File: config.mk
export PLATFORM = sky130hd
export DESIGN_NAME = recursive_mutex_with_wait_queue_unit
export DESIGN_NICKNAME = d
export VERILOG_FILES = /design/src/sv/rmwq_pkg.sv /design/src/sv/rmwq_in_stage.sv /design/src/sv/rmwq_core.sv /design/src/sv/rmwq_out_stage.sv /design/src/sv/recursive_mutex_with_wait_queue_unit.sv
export SDC_FILE = /design/constraint.sdc
export NUM_CORES = 1
export LEC_CHECK = 0
export ABC_AREA = 1
export ABC_CLOCK_PERIOD_IN_PS = 2900
export BUFFER_PORTS_ARGS = -buffer_cell sky130_fd_sc_hd__buf_2
export CORE_MARGIN = 8
export CORE_UTILIZATION = 55
export CTS_CLUSTER_SIZE = 10
export DETAILED_ROUTE_END_ITERATION = 7
export GPL_TIMING_DRIVEN = 0
export PLACE_DENSITY = 0.73
export SYNTH_ARGS = -nofsm -noshare
export SYNTH_HDL_FRONTEND = slang
export SYNTH_SLANG_ARGS = --single-unit
File: constraint.sdc
create_clock -name aclk -period 2.9 [get_ports aclk]
set_clock_uncertainty 0.15 [all_clocks]
set_input_delay 0.725 -clock aclk [delete_from_list [all_inputs] [get_ports aclk]]
set_output_delay 0.725 -clock aclk [all_outputs]
set_load 0.01 [all_outputs]
File: src/sv/rmwq_pkg.sv
// Package for the recursive mutex with wait queue.
// Holds the shared sizes, codes and word structs; depends on nothing.
package rmwq_pkg;

    // Sizes of the lock and of its wait queue.
    localparam int MAX_TASKS  = 16;
    localparam int COUNT_BITS = 8;
    localparam int ID_W       = 4;
    localparam int ID_SPACE   = 1 << ID_W;
    localparam int DEPTH_W    = 8;
    localparam int STATUS_W   = 3;
    localparam int PTR_W      = $clog2(MAX_TASKS);
    localparam int FILL_W     = $clog2(MAX_TASKS + 1);

    // Request operation codes.
    typedef enum logic {
        OP_ACQUIRE = 1'b0,
        OP_RELEASE = 1'b1
    } op_t;

    // Result status codes.
    typedef enum logic [STATUS_W-1:0] {
        ST_GRANTED    = 3'd0,
        ST_NESTED     = 3'd1,
        ST_QUEUED     = 3'd2,
        ST_UNNESTED   = 3'd3,
        ST_HANDED     = 3'd4,
        ST_FREED      = 3'd5,
        ST_NOT_HOLDER = 3'd6,
        ST_REFUSED    = 3'd7
    } status_t;

    // One request word.
    typedef struct packed {
        op_t             op;
        logic [ID_W-1:0] task_id;
    } req_t;

    // One result word.
    typedef struct packed {
        status_t            status;
        logic               woken_valid;
        logic [ID_W-1:0]    woken_id;
        logic               locked;
        logic [ID_W-1:0]    holder_id;
        logic [DEPTH_W-1:0] depth;
    } result_t;

endpackage

File: src/sv/rmwq_in_stage.sv
// Input register for request words of the recursive mutex.
// Depends on rmwq_pkg for the request word type.
module rmwq_in_stage (
    input  logic           aclk,
    input  logic           aresetn,
    input  logic           s_valid,
    output logic           s_ready,
    input  rmwq_pkg::req_t s_req,
    output logic           req_valid,
    input  logic           req_take,
    output rmwq_pkg::req_t req
);
    import rmwq_pkg::*;

    logic valid_reg;
    logic valid_next;
    req_t req_reg;

    // The register can load whenever it is empty or its word leaves this cycle.
    assign s_ready    = !valid_reg || req_take;
    assign valid_next = (s_valid && s_ready) || (valid_reg && !req_take);

    always_ff @(posedge aclk) begin
        if (!aresetn) begin
            valid_reg <= 1'b0;
        end else begin
            valid_reg <= valid_next;
        end
    end

    // Payload needs no reset.
    always_ff @(posedge aclk) begin
        if (s_valid && s_ready) begin
            req_reg <= s_req;
        end
    end

    assign req_valid = valid_reg;
    assign req       = req_reg;

endmodule

File: src/sv/rmwq_core.sv
// Lock state, wait queue and the decision for one request word.
// Depends on rmwq_pkg; the state changes only when commit is high.
module rmwq_core (
    input  logic              aclk,
    input  logic              aresetn,
    input  logic              commit,
    input  rmwq_pkg::req_t    req,
    output rmwq_pkg::result_t res
);
    import rmwq_pkg::*;

    localparam logic [COUNT_BITS-1:0] COUNT_MAX  = '1;
    localparam logic [COUNT_BITS-1:0] COUNT_ONE  = COUNT_BITS'(1);
    localparam logic [PTR_W-1:0]      PTR_LAST   = PTR_W'(MAX_TASKS - 1);
    localparam logic [FILL_W-1:0]     FILL_FULL  = FILL_W'(MAX_TASKS);

    logic                  held_reg,  held_next;
    logic [ID_W-1:0]       owner_reg, owner_next;
    logic [COUNT_BITS-1:0] count_reg, count_next;
    logic [PTR_W-1:0]      head_reg,  head_next;
    logic [PTR_W-1:0]      tail_reg,  tail_next;
    logic [FILL_W-1:0]     fill_reg,  fill_next;
    logic [ID_SPACE-1:0]   mask_reg,  mask_next;
    logic [ID_W-1:0]       fifo_mem [MAX_TASKS];

    logic            push;
    logic            pop;
    logic [ID_W-1:0] head_id;
    status_t         status;

    assign head_id = fifo_mem[head_reg];

    // Decide the outcome of the request against the present lock state.
    always_comb begin
        held_next  = held_reg;
        owner_next = owner_reg;
        count_next = count_reg;
        head_next  = head_reg;
        tail_next  = tail_reg;
        fill_next  = fill_reg;
        mask_next  = mask_reg;
        push       = 1'b0;
        pop        = 1'b0;
        status     = ST_REFUSED;
        unique case (req.op)
            OP_ACQUIRE: begin
                priority if (!held_reg) begin
                    held_next  = 1'b1;
                    owner_next = req.task_id;
                    count_next = COUNT_ONE;
                    status     = ST_GRANTED;
                end else if (owner_reg == req.task_id) begin
                    if (count_reg == COUNT_MAX) begin
                        status = ST_REFUSED;
                    end else begin
                        count_next = count_reg + COUNT_ONE;
                        status     = ST_NESTED;
                    end
                end else if (mask_reg[req.task_id] || fill_reg >= FILL_FULL) begin
                    status = ST_REFUSED;
                end else begin
                    push                 = 1'b1;
                    tail_next            = (tail_reg == PTR_LAST) ? '0 : tail_reg + 1'b1;
                    fill_next            = fill_reg + 1'b1;
                    mask_next[req.task_id] = 1'b1;
                    status               = ST_QUEUED;
                end
            end
            OP_RELEASE: begin
                priority if (!held_reg || owner_reg != req.task_id) begin
                    status = ST_NOT_HOLDER;
                end else if (count_reg > COUNT_ONE) begin
                    count_next = count_reg - COUNT_ONE;
                    status     = ST_UNNESTED;
                end else if (fill_reg != '0) begin
                    // The oldest waiter takes the lock in the same step.
                    pop                = 1'b1;
                    head_next          = (head_reg == PTR_LAST) ? '0 : head_reg + 1'b1;
                    fill_next          = fill_reg - 1'b1;
                    mask_next[head_id] = 1'b0;
                    owner_next         = head_id;
                    count_next         = COUNT_ONE;
                    status             = ST_HANDED;
                end else begin
                    held_next  = 1'b0;
                    owner_next = '0;
                    count_next = '0;
                    status     = ST_FREED;
                end
            end
            default: begin
                status = ST_REFUSED;
            end
        endcase
    end

    // Result word reports the state after this request.
    always_comb begin
        res.status      = status;
        res.woken_valid = pop;
        res.woken_id    = pop ? head_id : '0;
        res.locked      = held_next;
        res.holder_id   = held_next ? owner_next : '0;
        res.depth       = DEPTH_W'(count_next);
    end

    // Lock and queue control state.
    always_ff @(posedge aclk) begin
        if (!aresetn) begin
            held_reg  <= 1'b0;
            owner_reg <= '0;
            count_reg <= '0;
            head_reg  <= '0;
            tail_reg  <= '0;
            fill_reg  <= '0;
            mask_reg  <= '0;
        end else if (commit) begin
            held_reg  <= held_next;
            owner_reg <= owner_next;
            count_reg <= count_next;
            head_reg  <= head_next;
            tail_reg  <= tail_next;
            fill_reg  <= fill_next;
            mask_reg  <= mask_next;
        end
    end

    // Waiter ids; an entry is only read after it has been written.
    always_ff @(posedge aclk) begin
        if (commit && push) begin
            fifo_mem[tail_reg] <= req.task_id;
        end
    end

    // The queue count always matches the number of waiting tasks.
    assert property (@(posedge aclk) disable iff (!aresetn)
        $countones(mask_reg) == int'(fill_reg))
        else $error("wait mask and queue count disagree");

    // The queue never holds more than its capacity.
    assert property (@(posedge aclk) disable iff (!aresetn)
        fill_reg <= FILL_FULL)
        else $error("wait queue count beyond capacity");

    // A free lock has no owner and no count; a held lock has a count.
    assert property (@(posedge aclk) disable iff (!aresetn)
        held_reg ? (count_reg != '0) : (count_reg == '0 && owner_reg == '0))
        else $error("lock count inconsistent with lock state");

    // The holder is never also waiting.
    assert property (@(posedge aclk) disable iff (!aresetn)
        !held_reg || !mask_reg[owner_reg])
        else $error("lock holder found in wait queue");

    // A handover leaves the woken task as holder with a count of one.
    assert property (@(posedge aclk) disable iff (!aresetn)
        (commit && pop) |=> (held_reg && count_reg == COUNT_ONE
                             && owner_reg == $past(head_id)))
        else $error("handover did not install the woken waiter");

endmodule

File: src/sv/rmwq_out_stage.sv
// Output register for result words of the recursive mutex.
// Depends on rmwq_pkg for the result word type.
module rmwq_out_stage (
    input  logic              aclk,
    input  logic              aresetn,
    input  logic              res_valid,
    output logic              res_take,
    input  rmwq_pkg::result_t res,
    output logic              m_valid,
    input  logic              m_ready,
    output rmwq_pkg::result_t m_res
);
    import rmwq_pkg::*;

    logic    valid_reg;
    logic    valid_next;
    result_t res_reg;

    // A new word loads when the register is empty or its word is taken now.
    assign res_take   = res_valid && (!valid_reg || m_ready);
    assign valid_next = res_take || (valid_reg && !m_ready);

    always_ff @(posedge aclk) begin
        if (!aresetn) begin
            valid_reg <= 1'b0;
        end else begin
            valid_reg <= valid_next;
        end
    end

    always_ff @(posedge aclk) begin
        if (res_take) begin
            res_reg <= res;
        end
    end

    assign m_valid = valid_reg;
    assign m_res   = res_reg;

endmodule

File: src/sv/recursive_mutex_with_wait_queue_unit.sv
// Top level of the recursive mutex with a FIFO of waiting tasks.
// Depends on rmwq_pkg, rmwq_in_stage, rmwq_core and rmwq_out_stage.
//
// Each request word (acquire or release from one task) gives exactly one result
// word. The unit takes one request per clock cycle unless the result port stalls.
// Each accepted request is held in the input register while the lock decision
// and the wait queue push or pop settle in a single pass into the output
// register. The lock state updates as each result is registered, so back-to-back
// requests see each other's effect. Only a stalled result port slows the input
// side. No clearing pass is needed after reset.
module recursive_mutex_with_wait_queue_unit (
    input  logic                            aclk,
    input  logic                            aresetn,
    input  logic                            s_valid,
    output logic                            s_ready,
    input  logic                            s_op,
    input  logic [rmwq_pkg::ID_W-1:0]       s_task_id,
    output logic                            m_valid,
    input  logic                            m_ready,
    output logic [rmwq_pkg::STATUS_W-1:0]   m_status,
    output logic                            m_woken_valid,
    output logic [rmwq_pkg::ID_W-1:0]       m_woken_id,
    output logic                            m_locked,
    output logic [rmwq_pkg::ID_W-1:0]       m_holder_id,
    output logic [rmwq_pkg::DEPTH_W-1:0]    m_depth
);
    import rmwq_pkg::*;

    req_t    s_req;
    req_t    req;
    logic    req_valid;
    logic    res_take;
    result_t res;
    result_t m_res;

    assign s_req.op      = op_t'(s_op);
    assign s_req.task_id = s_task_id;

    // Request input register.
    rmwq_in_stage u_in (
        .aclk      (aclk),
        .aresetn   (aresetn),
        .s_valid   (s_valid),
        .s_ready   (s_ready),
        .s_req     (s_req),
        .req_valid (req_valid),
        .req_take  (res_take),
        .req       (req)
    );

    // Lock decision and state; commits when the result register loads.
    rmwq_core u_core (
        .aclk    (aclk),
        .aresetn (aresetn),
        .commit  (res_take),
        .req     (req),
        .res     (res)
    );

    // Result output register.
    rmwq_out_stage u_out (
        .aclk      (aclk),
        .aresetn   (aresetn),
        .res_valid (req_valid),
        .res_take  (res_take),
        .res       (res),
        .m_valid   (m_valid),
        .m_ready   (m_ready),
        .m_res     (m_res)
    );

    assign m_status      = m_res.status;
    assign m_woken_valid = m_res.woken_valid;
    assign m_woken_id    = m_res.woken_id;
    assign m_locked      = m_res.locked;
    assign m_holder_id   = m_res.holder_id;
    assign m_depth       = m_res.depth;

endmodule

# [Word level (Yosys, flattened, before mapping)]
# Memory sizes are Yosys's and may differ from the RTL's. A register that Yosys moved wholly into a read port is not among the register bits.
# Index checks and enable logic that the tools add are counted.
[word_totals] reg_bits=70 latch_bits=0 ram_bits=64 mem_bits_ro=0 in_bits=9 output_inout_bits=23 word_cells=129 n_memories=1
[mem_list] name="u_core.fifo_mem" words=16 word_bits=4 rd=1 rd_ports_with_merged_regs=1 write_ports=1 line_no="rmwq_core.sv:24" text="logic [ID_W-1:0] fifo_mem [MAX_TASKS];"
[op_classes] n_addsub=6 n_mul=0 div=0 n_lt_le_gt_ge=6 n_eq_ne=11 n_shift=0 n_mux=58 n_bitwise=8 reduce_logical=22
[op_table] op="2-to-1 mux 16 bit" count=6
[op_table] op="2-to-1 mux 8 bit" count=5
[op_table] op="2-to-1 mux 4 bit" count=8
[op_table] op="one-hot mux 16 bit (2 select lines)" count=1
[op_table] op="2-to-1 mux 5 bit" count=6
[op_table] op="2-to-1 mux 1 bit" count=18
[op_table] op="2-to-1 mux 3 bit" count=6
[op_table] op="AND 16 bit" count=1
[op_table] op="inverter 16 bit" count=1
[op_table] op="OR 16 bit" count=1
[op_table] op="one-hot mux 8 bit (2 select lines)" count=1
[op_table] op="< comparator 4 x 5 -> 1 bit, second input constant" count=2
[op_table] op="one-hot mux 5 bit (2 select lines)" count=1
[op_table] op="AND reduction 5 bit" count=2
[op_table] op="adder 4 x 1 -> 4 bit, second input constant" count=2
[op_table] op="adder 8 x 1 -> 8 bit, second input constant" count=1
[op_table] op="demux 1 bit (select 4 bit)" count=2
[op_table] op="equality test 4 bit, second input constant" count=2
[op_table] op="equality test 8 bit, second input constant" count=1
[op_table] op="greater-or-equal comparator 4 x 1 -> 1 bit, second input constant" count=2
[op_table] op="> comparator 8 x 1 -> 1 bit, second input constant" count=1
[op_table] op="inequality test 2 bit, second input constant" count=4
[op_table] op="one-hot mux 4 bit (2 select lines)" count=1
[op_table] op="subtractor 8 x 1 -> 8 bit, second input constant" count=1
[op_table] op="other kinds (15)" count=35

# [Depth between registers and ports, before layout]
# Gate-level depths: netlist of run 1.
[logic_depth] word_depth=10 depth_mapped=16 depth_no_buf=15

# [Hierarchy]
# From an unflattened synthesis of run 1, not the netlist that was laid out.
[hier_totals] hier_cells=822 area_unflattened_um2=6944.2
[by_module_without_submodules] module="rmwq_core" instances=1 cells_each=782 area_each_um2=6060.8 seq_area_each_um2=2842.7
[by_module_without_submodules] module="rmwq_out_stage" instances=1 cells_each=28 area_each_um2=681.9 seq_area_each_um2=650.6
[by_module_without_submodules] module="rmwq_in_stage" instances=1 cells_each=12 area_each_um2=201.4 seq_area_each_um2=170.2

# [Least setup slack after synthesis of run 1]
# OpenSTA, ideal clock, no wires.
[synth_path] path_kind="reg-to-reg" from="reg u_in.req_reg, in the netlist u_in.req[0]" to="mem u_core.fifo_mem[12][0] (enable)" setup_ns=0.329 t_arrival_ns=1.956 required_ns=2.421 path_slack_ns=0.465 path_stages_with_launch=10 path_buffers=1 period_less_slack_ns=2.435 cell_sequence="edfxtp_1 -> buf_4 -> nand3_1 -> nand2_1 -> o21a_1 -> nor2_1 -> nand4_2 -> inv_2 -> nand2_1 -> nor2_1"
[synth_between] elab_chain_len=10 word_cells_on_any_way=11 cone_classes="eq/ne: 1; mux: 8; reduce/logical: 2"
[synth_rtl] element="start, declared" line_no="rmwq_in_stage.sv:17" text="req_t req_reg;"
[synth_rtl] element="start signal, assigned" line_no="rmwq_in_stage.sv:34" text="req_reg <= s_req;"
[synth_rtl] element="binary-select mux 1 bit (select 4 bit)" line_no="rmwq_core.sv:59" text="end else if (mask_reg[req.task_id] || fill_reg >= FILL_FULL) begin"
[synth_rtl] element="2-to-1 mux 1 bit (not written as such)" line_no="rmwq_core.sv:59"
[synth_rtl] element="logical OR 1 bit" line_no="rmwq_core.sv:59"
[synth_rtl] element="2-to-1 mux 1 bit" line_no="rmwq_core.sv:59"
[synth_rtl] element="2-to-1 mux 1 bit *" line_no="rmwq_core.sv:52" text="end else if (owner_reg == req.task_id) begin"
[synth_rtl] element="2-to-1 mux 1 bit *" line_no="rmwq_core.sv:47" text="priority if (!held_reg) begin"
[synth_rtl] element="2-to-1 mux 1 bit *" line_no="rmwq_core.sv:45" text="unique case (req.op)"
[synth_rtl] element="logical AND 1 bit *" line_no="rmwq_core.sv:130" text="if (commit && push) begin"
[synth_rtl] element="2-to-1 mux 1 bit *" line_no="rmwq_core.sv:130"
[synth_rtl] element="2-to-1 mux 1 bit (not written as such) *" line_no="rmwq_core.sv:131" text="fifo_mem[tail_reg] <= req.task_id;"
[synth_rtl] element="end, declared" line_no="rmwq_core.sv:24"
# Every way passes the cells marked *; elsewhere a longest branch is shown, timed or not. The select of a mux whose other input is x is not followed.

# [Final worst setup path of run 1]
[layout_path] from="reg u_in.req_reg, in the netlist u_in.req[0]" to="mem u_core.fifo_mem[8][1] (enable)"
# Same word-level chain as after synthesis.

==> results of run 1 <==
path summary, 6_finish.rpt:
kind	from	end	slack [ns]	cells past startpoint
worst max-delay path	u_in.req[0]$_DFFE_PP_	u_core.fifo_mem[8][1]$_DFFE_PP_	0.20	12
worst min-delay path	u_core.mask_reg[13]$_SDFFE_PN0P_	u_core.mask_reg[13]$_SDFFE_PN0P_	0.30	2
worst max register to register	u_in.req[0]$_DFFE_PP_	u_core.fifo_mem[8][1]$_DFFE_PP_	0.20	12
worst min register to register	u_core.mask_reg[13]$_SDFFE_PN0P_	u_core.mask_reg[13]$_SDFFE_PN0P_	0.30	2
layout by cell type, fill, tap and decap left out, types with 2 or more instances in the layout:
cell and instances:
clkbuf_16 17, clkinvlp_4 2, o211ai_1 7, inv_4 2
buf_4 13, ha_1 11, nor2_8 2, buf_2 36
nand2_4 5, xor2_1 7, o21ai_0 36, clkinv_1 4
dfxtp_1 48, clkinv_2 5, nor2_2 14, nor3_1 12
nand2_2 4, edfxtp_1 90, nand3_1 83, a211oi_1 2
nor2_1 61, o21bai_2 2, inv_2 6, a22oi_1 4
inv_1 120, nor2_4 6, nand2_1 231, o21bai_1 5
o21ai_1 4, a21oi_1 34, clkbuf_1 12, buf_6 6
layout make-up:
type                            count  share of cell area (%)
Clock inverter                     10                  0.9738
Inverter                          130                   6.188
Timing Repair Buffer               40                   2.796
Multi-Input combinational cell    540                   33.67
Sequential cell                   138                   45.99
Buffer                             25                   2.026
Clock buffer                       21                   5.654
Tap cell                          172                   2.701
per-stage QoR:
stage / std cells / total power (uW)
2_1_floorplan: 833 / 2399
3_3_place_gp: 1036 / 2488
3_5_place_dp: 1036 / 2492
4_1_cts: 1076 / 4434
5_1_grt: 1076 / 4556
6_report: 1076 / 4421
cells in the mapped netlist (all sizes together):
cell and instances:
nor4 1, clkinv 2, nor3 12, o21bai 7, a22oi 4, xnor2 1
nand2 240, inv 128, o21a 1, nand3 84, o22ai 1, a211oi 2
o21ai 40, a31oi 1, xor2 7, ha 11, edfxtp 90, dfxtp 48
nor2 83, fa 1, buf 15, clkbuf 10, o31ai 1, o211ai 7
nand4 2, a21oi 34
kinds of logic (layout without fill, tap and decap cells):
family | Yosys count | count (layout) | share of synthesized area [%]
simple gates | 422 | 422 | 26.48
xor+xnor | 8 | 8 | 1.011
buf+inv | 155 | 226 | 9.385
fa+ha+maj | 12 | 12 | 2.274
compound gates | 98 | 98 | 8.013
flops | 138 | 138 | 52.84
critical path, cell delays in order (launching register included):
cell	delay [ns]
edfxtp_1	0.51
buf_4	0.23
nand2_1	0.07
nand2_1	0.06
nand2_1	0.06
nand2_1	0.05
nand2_1	0.06
nand2_1	0.07
nor2_2	0.18
nand4_4	0.23
inv_4	0.22
nand2_1	0.23
nor2_2	0.28
timing repair:
action | in CTS | in global routing
endpoints found under the setup margin | 65 | 60
buffers inserted | 9 | 0
hold buffers | 0 | 0
cloned | 0 | 0
pin swaps | 0 | 0
resized for setup | 6 | 15
power breakdown:
part           switching [uW]  total, uW  internal, uW
combinational             211        304          92.3
clock                     771       1950          1180
sequential               32.8       2170          2130
metal layers:
layer  GRT usage, %  up-vias  share of wire, %
li1               -     2814                 -
met1          26.60     2586                43
met2          33.52      216                47
met3          4.243       30               6.5
met4          12.03        0               2.8
met5              0        -                 0
==> qor.txt, run 1 <==
Slew headroom = 50.73%
Post-DP HPWL = 11380 um
CTS tree = built
RSZ-0062 raised after global routing = false
CTS max path bufs = 2
FF+latch count, synth = 138
Max Fclk = 0.3702 GHz
Static leakage = 0.003504 uW
Residual DRC = 0
Clock Latency Late Sink = 0.42 ns
Vias in the first global route = 5262
Core Area = 12470 um2
Routability cong. = 0.9276
Multi-input logic area = 2683 um2
Crit-path max FO = 10
Global route overflow = 0
Final #Nets = 913
DIE HEIGHT = 128.3 um
CP required = 2.85 ns
Num CTS Buffers = 17
TNS Setup = 0 ns
Root Driver = clkbuf_16
Crit path DAT = 2.65 ns
Finish-stage setup viols = 0
Top-area cell type share of the netlist area = 38.98%
Period minus WS final = 2.701 ns
Cells after synthesis = 833
Die ar. = 16450 um2
Mapped Nets = 854
Syn avg cell area = 8.323 um2
Max-cap violations = 0
Crit start category = flip-flop
Worst setup margin = 0.1991 ns
Die X-Extent = 128.3 um
I/O pin total = 32
Wire per inst = 15.59 um
Register Area = 3664 um2
Dpl cell area = 7305 um2
GRT Total Usage = 21.21%
1st-iter DRT viols = 620
Cell Rows = 41
Outcome = complete, no violations
Final hold violation count = 0
Crit path capture type = flip-flop
Worst-Margin Slew = 0.7391 ns
Global-route wire length before repair = 26690 um
DRT Pass-1 Iters = 5
VDD IR max = 0.0003384 V
Clock slew at reported path FFs = 0.06 ns
Cell Area, Synth = 6933 um2
Vias = 5646
Final worst-path cycle share = 93.14%
Pre-CTS WS = -0.5235 ns
Seq/Total Area, Yosys = 52.84%
Core utilization of the finished layout = 63.91%
Syn. warnings = 0
CTS H-tree lvls = 4
Cell area after layout = 7966 um2
Min-delay worst type = flip-flop to flip-flop
Initial antenna violation count = 0
Distinct cells, synth = 39
TritonCTS Sinks = 138
Layout filler cell count = 1049
Largest net degree at the start of global routing = 31
Largest cells by area after synthesis = edfxtp_1, dfxtp_1, nand2_1, inv_1, nand3_1
Ratio of cells with drive above 1 in the final layout = 13.83%
IO buf count = 31
Max Slew Vio Count = 0
Starting density of the core = 55.62%
Area leader, netlist = edfxtp_1
Worst hold margin = 0.3011 ns
Total Routed Length = 16780 um
Antenna diode count = 0
Vias/cell = 5.247
Antenna Violating Nets Remaining = 0
P per Cell Area = 554.9 nW/um2
Synthesis-to-finish area growth = 14.91%
Max reg flops = 64
CP Class = flip-flop to flip-flop
(Power assumes the default switching activity.)
==> run 2, diff against run 1 <==
--- a/config.mk
+++ b/config.mk
@@ -7,3 +7,2 @@
 export LEC_CHECK = 0
-export ABC_AREA = 1
 export ABC_CLOCK_PERIOD_IN_PS = 2900
--- a/constraint.sdc
+++ b/constraint.sdc
@@ -4,2 +4,2 @@
 set_output_delay 0.725 -clock aclk [all_outputs]
-set_load 0.01 [all_outputs]
+set_load 0.02 [all_outputs]
==> qor.txt, run 2 <==
Outcome = complete, no violations
Synthesis-to-finish area growth = 20.57%
Starting density of the core = 55.73% (+0.12 points)
Distinct cells, synth = 59 (+51%)
Area leader, netlist = edfxtp_1
RSZ-0062 raised after global routing = true
Int Pwr = 3392 uW (-0.40%)
P per Cell Area = 584.9 nW/um2 (+5.4%)
EDFF count, synth = 90 (unchanged)
DRT Pass-1 Iters = 5 (unchanged)
1st-iter DRT viols = 447 (-28%)
TNS Setup = 0 ns (unchanged)
Crit path DAT = 2.85 ns (+0.20 ns)
FF+latch count, synth = 138 (unchanged)
Max-cap violations = 0 (unchanged)
Clock slew at reported path FFs = 0.06 ns (about the same)
Crit-path max FO = 7 (-3)
Main synth FF type = edfxtp_1
Synth async-reset ratio = 0% (unchanged)
Syn avg cell area = 12.04 um2 (+45%)
Antenna Violating Nets Remaining = 0 (unchanged)
Residual DRC = 0 (unchanged)
Net Sw Frac = 23.43% (+0.47 points)
Tot Pwr = 4430 uW (+0.21%)
CTS max path bufs = 2 (unchanged)
Min-delay worst type = primary input to flip-flop
TritonCTS Sinks = 138 (unchanged)
Final #Nets = 605 (-34%)
VDD IR max = 0.0005012 V (+48%)
Cell Area, Synth = 6282 um2 (-9.4%)
Worst-Margin Slew = 0.7834 ns (+0.04432 ns)
CTS H-tree lvls = 4 (unchanged)
Max Fclk = 0.3514 GHz (-5.1%)
Commonest non-fill, non-tap cell in the layout = edfxtp_1
Vias = 4622 (-18%)
Static leakage = 0.002507 uW (-28%)
Net Switching = 1038 uW (+2.3%)
Largest net degree at the start of global routing = 31 (unchanged)
CP required = 2.90 ns (+0.05 ns)
CTS tree = built
Largest cells by area after synthesis = edfxtp_1, dfxtp_1, mux4_2, a221oi_1, nor2_1
Die X-Extent = 122.9 um (-4.2%)
Ratio of cells with drive above 1 in the final layout = 25.29% (+11 points)
Most frequent cells in the layout = edfxtp_1, dfxtp_1, buf_2, nor2_1
Crit start category = flip-flop
Num CTS Buffers = 17 (unchanged)
Antenna diode count = 0 (unchanged)
Portion of total power attributed to the clock network = 45.8% (+1.7 points)
I/O pin total = 32 (unchanged)
Cells after synthesis = 522 (-37%)
Mapped Nets = 543 (-36%)
Seq/Total Area, Yosys = 58.32% (+5.5 points)
Final hold violation count = 0 (unchanged)
Clock Latency Late Sink = 0.42 ns (about the same)
Post-DP HPWL = 9963 um (-12%)
Final worst-path cycle share = 98.12% (+5.0 points)
Syn. warnings = 0 (unchanged)
Layout filler cell count = 796 (-24%)
Cell Rows = 39 (-4.9%)
Global-route wire length before repair = 23570 um (-12%)
Top-area cell type share of the netlist area = 43.02% (+4.0 points)
Period minus WS final = 2.845 ns (+0.1445 ns)
Flop pwr share = 48.4% (-0.6 points)
Max reg flops = 64 (unchanged)
Global route overflow = 0 (unchanged)
Wire per inst = 20.39 um (+31%)
Multi-input logic area = 2670 um2 (-0.47%)
Vias in the first global route = 4563 (-13%)
Core Area = 11270 um2 (-9.6%)
Routability cong. = 0.9624 (+3.8%)
Worst hold margin = 0.3234 ns (+0.02231 ns)
Crit path capture type = flip-flop
Count leader, synth = edfxtp_1
Total Routed Length = 15090 um (-10%)
Initial antenna violation count = 0 (unchanged)
Max Slew Vio Count = 0 (unchanged)
Register Area = 3664 um2 (unchanged)
GRT Total Usage = 20.60% (-0.61 points)
CP Class = flip-flop to flip-flop
Logic pwr share = 5.8% (-1.1 points)
Die ar. = 15100 um2 (-8.2%)
Finish-stage setup viols = 0 (unchanged)
Vias/cell = 6.246 (+19%)
Slew headroom = 47.77% (-3.0 points)
DIE HEIGHT = 122.9 um (-4.2%)
Root Driver = clkbuf_16
IO buf count = 31 (unchanged)
Commonest cells in the netlist = edfxtp_1, dfxtp_1, nor2_1
-- run 2: logic make-up after synthesis --
group | synth area share, %
adder cells (fa/ha/maj) | 2.509
XOR/XNOR | 1.255
AO/OA/AOI/OAI | 13.94
multiplexers | 7.668
flip-flops | 58.32
buffers and inverters | 3.705
AND/OR/NAND/NOR | 12.61
-- run 2: layer usage --
layer | vias up | GRT usage [%] | share of wire, %
li1 | 2116 | - | -
met1 | 2286 | 26.39 | 42
met2 | 193 | 31.77 | 49
met3 | 27 | 5.842 | 7.3
met4 | 0 | 9.825 | 2.0
met5 | - | 0 | 0
-- run 2: final timing paths --
| check | depth (start not counted) | endpoint | from | slack, ns |
|---|---|---|---|---|
| worst max-delay path | 8 | u_out.m_res[10]$_SDFFCE_PN0P_ | u_in.req[0]$_DFFE_PP_ | 0.05 |
| worst min-delay path | 1 | u_in.req[2]$_DFFE_PP_ | s_task_id[2] | 0.32 |
| worst max register to register | 8 | u_out.m_res[10]$_SDFFCE_PN0P_ | u_in.req[0]$_DFFE_PP_ | 0.05 |
| worst min register to register | 2 | u_core.mask_reg[0]$_SDFFE_PN0P_ | u_core.mask_reg[0]$_SDFFE_PN0P_ | 0.33 |
-- run 2: power groups by stage --
stage,clock network (uW),logic (uW),registers [uW]
2_1_floorplan,0,133,2200
3_5_place_dp,0,212,2190
5_1_grt,2120,278,2150
4_1_cts,2060,238,2140
3_3_place_gp,0,209,2190
6_report,2030,256,2140
-- run 2: final cells by class --
cell class | count | share of cell area [%]
clock inverters | 12 | 1.553
multi-input cells | 327 | 35.25
plain buffers | 25 | 1.784
clock buffers | 20 | 5.765
flip-flops and latches | 138 | 48.36
well taps | 143 | 2.362
inverters | 30 | 1.487
repair buffers | 45 | 3.436
-- run 2: what timing repair did --
action | in CTS | in global routing
endpoints found under the setup margin | 126 | 106
resized for setup | 42 | 19
pin swaps | 10 | 7
hold endpoints to repair | 0 | 0
hold buffers | 0 | 0
buffers inserted | 9 | 5
-- run 2: worst max-delay path, stage by stage, from the launching register on --
cell and delay, ns:
edfxtp_1 0.47, buf_6 0.18, buf_4 0.15, xnor2_1 0.17, nand4_1 0.34, nor2_1 0.33, a31oi_1 0.25, a221oi_1 0.44
nor2_1 0.09
-- run 2: metrics by stage --
step	worst slack, ns	cell area (um2)	utilization [%]	cells
finish	0.05453	7575	67.20	740
global route	-0.05202	7575	67.20	740
CTS	-0.06390	7452	66.11	737
detailed placement	-0.9397	6640	58.91	696
global placement	-0.8887	6640	58.91	696
floorplan	0.01723	6306	-	522
==> run 3, diff against run 2 <==
Settings changed: PLACE_DENSITY 0.73 to 0.81.
==> qor.txt, run 3 (synthesis gave the netlist of run 2 again) <==
Outcome = complete, no violations
TritonCTS Sinks = 138 (unchanged)
Initial antenna violation count = 0 (unchanged)
Antenna diode count = 0 (unchanged)
Portion of total power attributed to the clock network = 47.9% (+2.1 points)
Starting density of the core = 55.73% (unchanged)
Logic pwr share = 5.8% (about the same)
Commonest non-fill, non-tap cell in the layout = edfxtp_1
Placed Cells = 696 (unchanged)
Global-route wire length before repair = 25160 um (+6.8%)
Residual DRC = 0 (unchanged)
Synthesis-to-finish area growth = 21.41%
Dpl cell area = 6640 um2 (unchanged)
Final hold violation count = 0 (unchanged)
Routability cong. = 0.9334 (-3.0%)
Die ar. = 15100 um2 (unchanged)
CTS tree = built
VDD IR max = 0.0004839 V (-3.4%)
Net Switching = 1060 uW (+2.1%)
Largest net degree at the start of global routing = 31 (unchanged)
CP required = 3.05 ns (+0.15 ns)
Post-Layout Cell Count = 743 (+0.41%)
Crit path DAT = 3.01 ns (+0.16 ns)
Crit-path max FO = 10 (+3)
Most frequent cells in the layout = edfxtp_1, dfxtp_1, buf_2
1st-iter DRT viols = 610 (+36%)
Max Fclk = 0.3496 GHz (-0.51%)
Vias = 4860 (+5.1%)
Cell area after layout = 7627 um2 (+0.69%)
Max-cap violations = 0 (unchanged)
Final worst-path cycle share = 98.62% (+0.51 points)
Crit path capture type = flip-flop
Post-DP HPWL = 10010 um (+0.50%)
CTS max path bufs = 2 (unchanged)
GRT Total Usage = 22.13% (+1.5 points)
Slew headroom = 45.47% (-2.3 points)
Max Slew Vio Count = 0 (unchanged)
Min-delay worst type = primary input to flip-flop
Vias in the first global route = 4673 (+2.4%)
Global route overflow = 0 (unchanged)
IO buf count = 31 (unchanged)
RSZ-0062 raised after global routing = true
I/O pin total = 32 (unchanged)
Antenna Violating Nets Remaining = 0 (unchanged)
DRT Pass-1 Iters = 8 (+3)
Int Pwr = 3560 uW (+4.9%)
Final #Nets = 608 (+0.50%)
Net Sw Frac = 22.95% (-0.49 points)
P per Cell Area = 605.7 nW/um2 (+3.6%)
CP Class = flip-flop to flip-flop
Period minus WS final = 2.860 ns (+0.01465 ns)
Clock slew at reported path FFs = 0.06 ns (about the same)
Num CTS Buffers = 17 (unchanged)
Vias/cell = 6.541 (+4.7%)
Total Routed Length = 16560 um (+9.7%)
CTS H-tree lvls = 4 (unchanged)
Clock Latency Late Sink = 0.43 ns (about the same)
DIE HEIGHT = 122.9 um (unchanged)
Core Area = 11270 um2 (unchanged)
Static leakage = 0.002575 uW (+2.7%)
Crit start category = flip-flop
Die X-Extent = 122.9 um (unchanged)
Worst-Margin Slew = 0.8179 ns (+0.03449 ns)
Root Driver = clkbuf_16
Flop pwr share = 46.3% (-2.1 points)
Wire per inst = 22.29 um (+9.3%)
Finish-stage setup viols = 0 (unchanged)
Max reg flops = 64 (unchanged)
Cell Rows = 39 (unchanged)
Ratio of cells with drive above 1 in the final layout = 26.50% (+1.2 points)
## run 3: changes by cell type in the layout (fill, tap and decap cells not counted), moves of 2 or more
cell / delta
a221oi_2: +4
clkinv_4: -2
nand2_8: -3
a221oi_1: -5
clkinvlp_4: -2
nor2_2: +2
nand2_4: +3
clkinv_2: +3
bufinv_16: +2
clkbuf_1: -2
## run 3: worst paths after layout
kind / from / endpoint / slack, ns / cells past startpoint
hold / removal: s_task_id[0] / u_in.req[0]$_DFFE_PP_ / 0.31 / 1
hold reg to reg: u_core.mask_reg[15]$_SDFFE_PN0P_ / u_core.mask_reg[15]$_SDFFE_PN0P_ / 0.33 / 2
setup reg to reg: u_core.count_reg[4]$_SDFFE_PN0P_ / u_core.mask_reg[12]$_SDFFE_PN0P_ / 0.04 / 7
setup / recovery: u_core.count_reg[4]$_SDFFE_PN0P_ / u_core.mask_reg[12]$_SDFFE_PN0P_ / 0.04 / 7
## run 3: repair_timing
| item | 4_1_cts | 5_1_grt |
|---|---|---|
| setup buffers | 10 | 6 |
| hold buffers | 0 | 0 |
| pin swaps | 5 | 11 |
| gates resized for setup | 33 | 26 |
| endpoints found under the setup margin | 124 | 86 |
## run 3: cell type report
type                       instances  area, um2
fill                             759       3645
multi-input combinational        327       2646
timing repair buffer              47      287.8
tap                              143      178.9
clock buffer                      17      425.4
clock inverter                    15      172.7
buffer                            26      140.1
sequential                       138       3664
inverter                          30      112.6
## run 3: worst max-delay path: stages (launching register included)
cell,delay [ns]
dfxtp_1,0.30
buf_2,0.17
or4_4,0.54
or4_4,0.53
nor3_2,0.31
nand2_1,0.19
nor3_2,0.38
a221oi_1,0.15
## run 3: power groups by stage
stage	Sequential [uW]	Clock (uW)	Combinational, uW
final	2140	2210	268
after global routing	2140	2290	286
after CTS	2140	2210	246
after detailed placement	2200	0	211
after global placement	2190	0	207
after floorplan	2200	0	133
## run 3: metal layers
metal / share of wire (%) / track usage, % / wire length, um
met3: 9.8 / 6.348 / 1625
met1: 39 / 27.70 / 6410
met4: 3.4 / 10.13 / 556
met2: 48 / 35.00 / 7965
met5: 0 / 0 / 0
## run 3: through the flow
step | util, % | total power, uW | hold WS [ns] | TNS [ns] | worst slack (ns)
floorplan | - | 2333 | 0.2972 | 0 | 0.01723
global placement | 58.91 | 2399 | 0.3072 | -55.76 | -0.7368
detailed placement | 58.91 | 2407 | 0.3208 | -66.75 | -0.8973
CTS | 66.07 | 4592 | 0.3139 | 0 | 0.00009504
global route | 67.67 | 4721 | 0.3069 | -0.7772 | -0.1011
finish | 67.67 | 4620 | 0.3141 | 0 | 0.03988
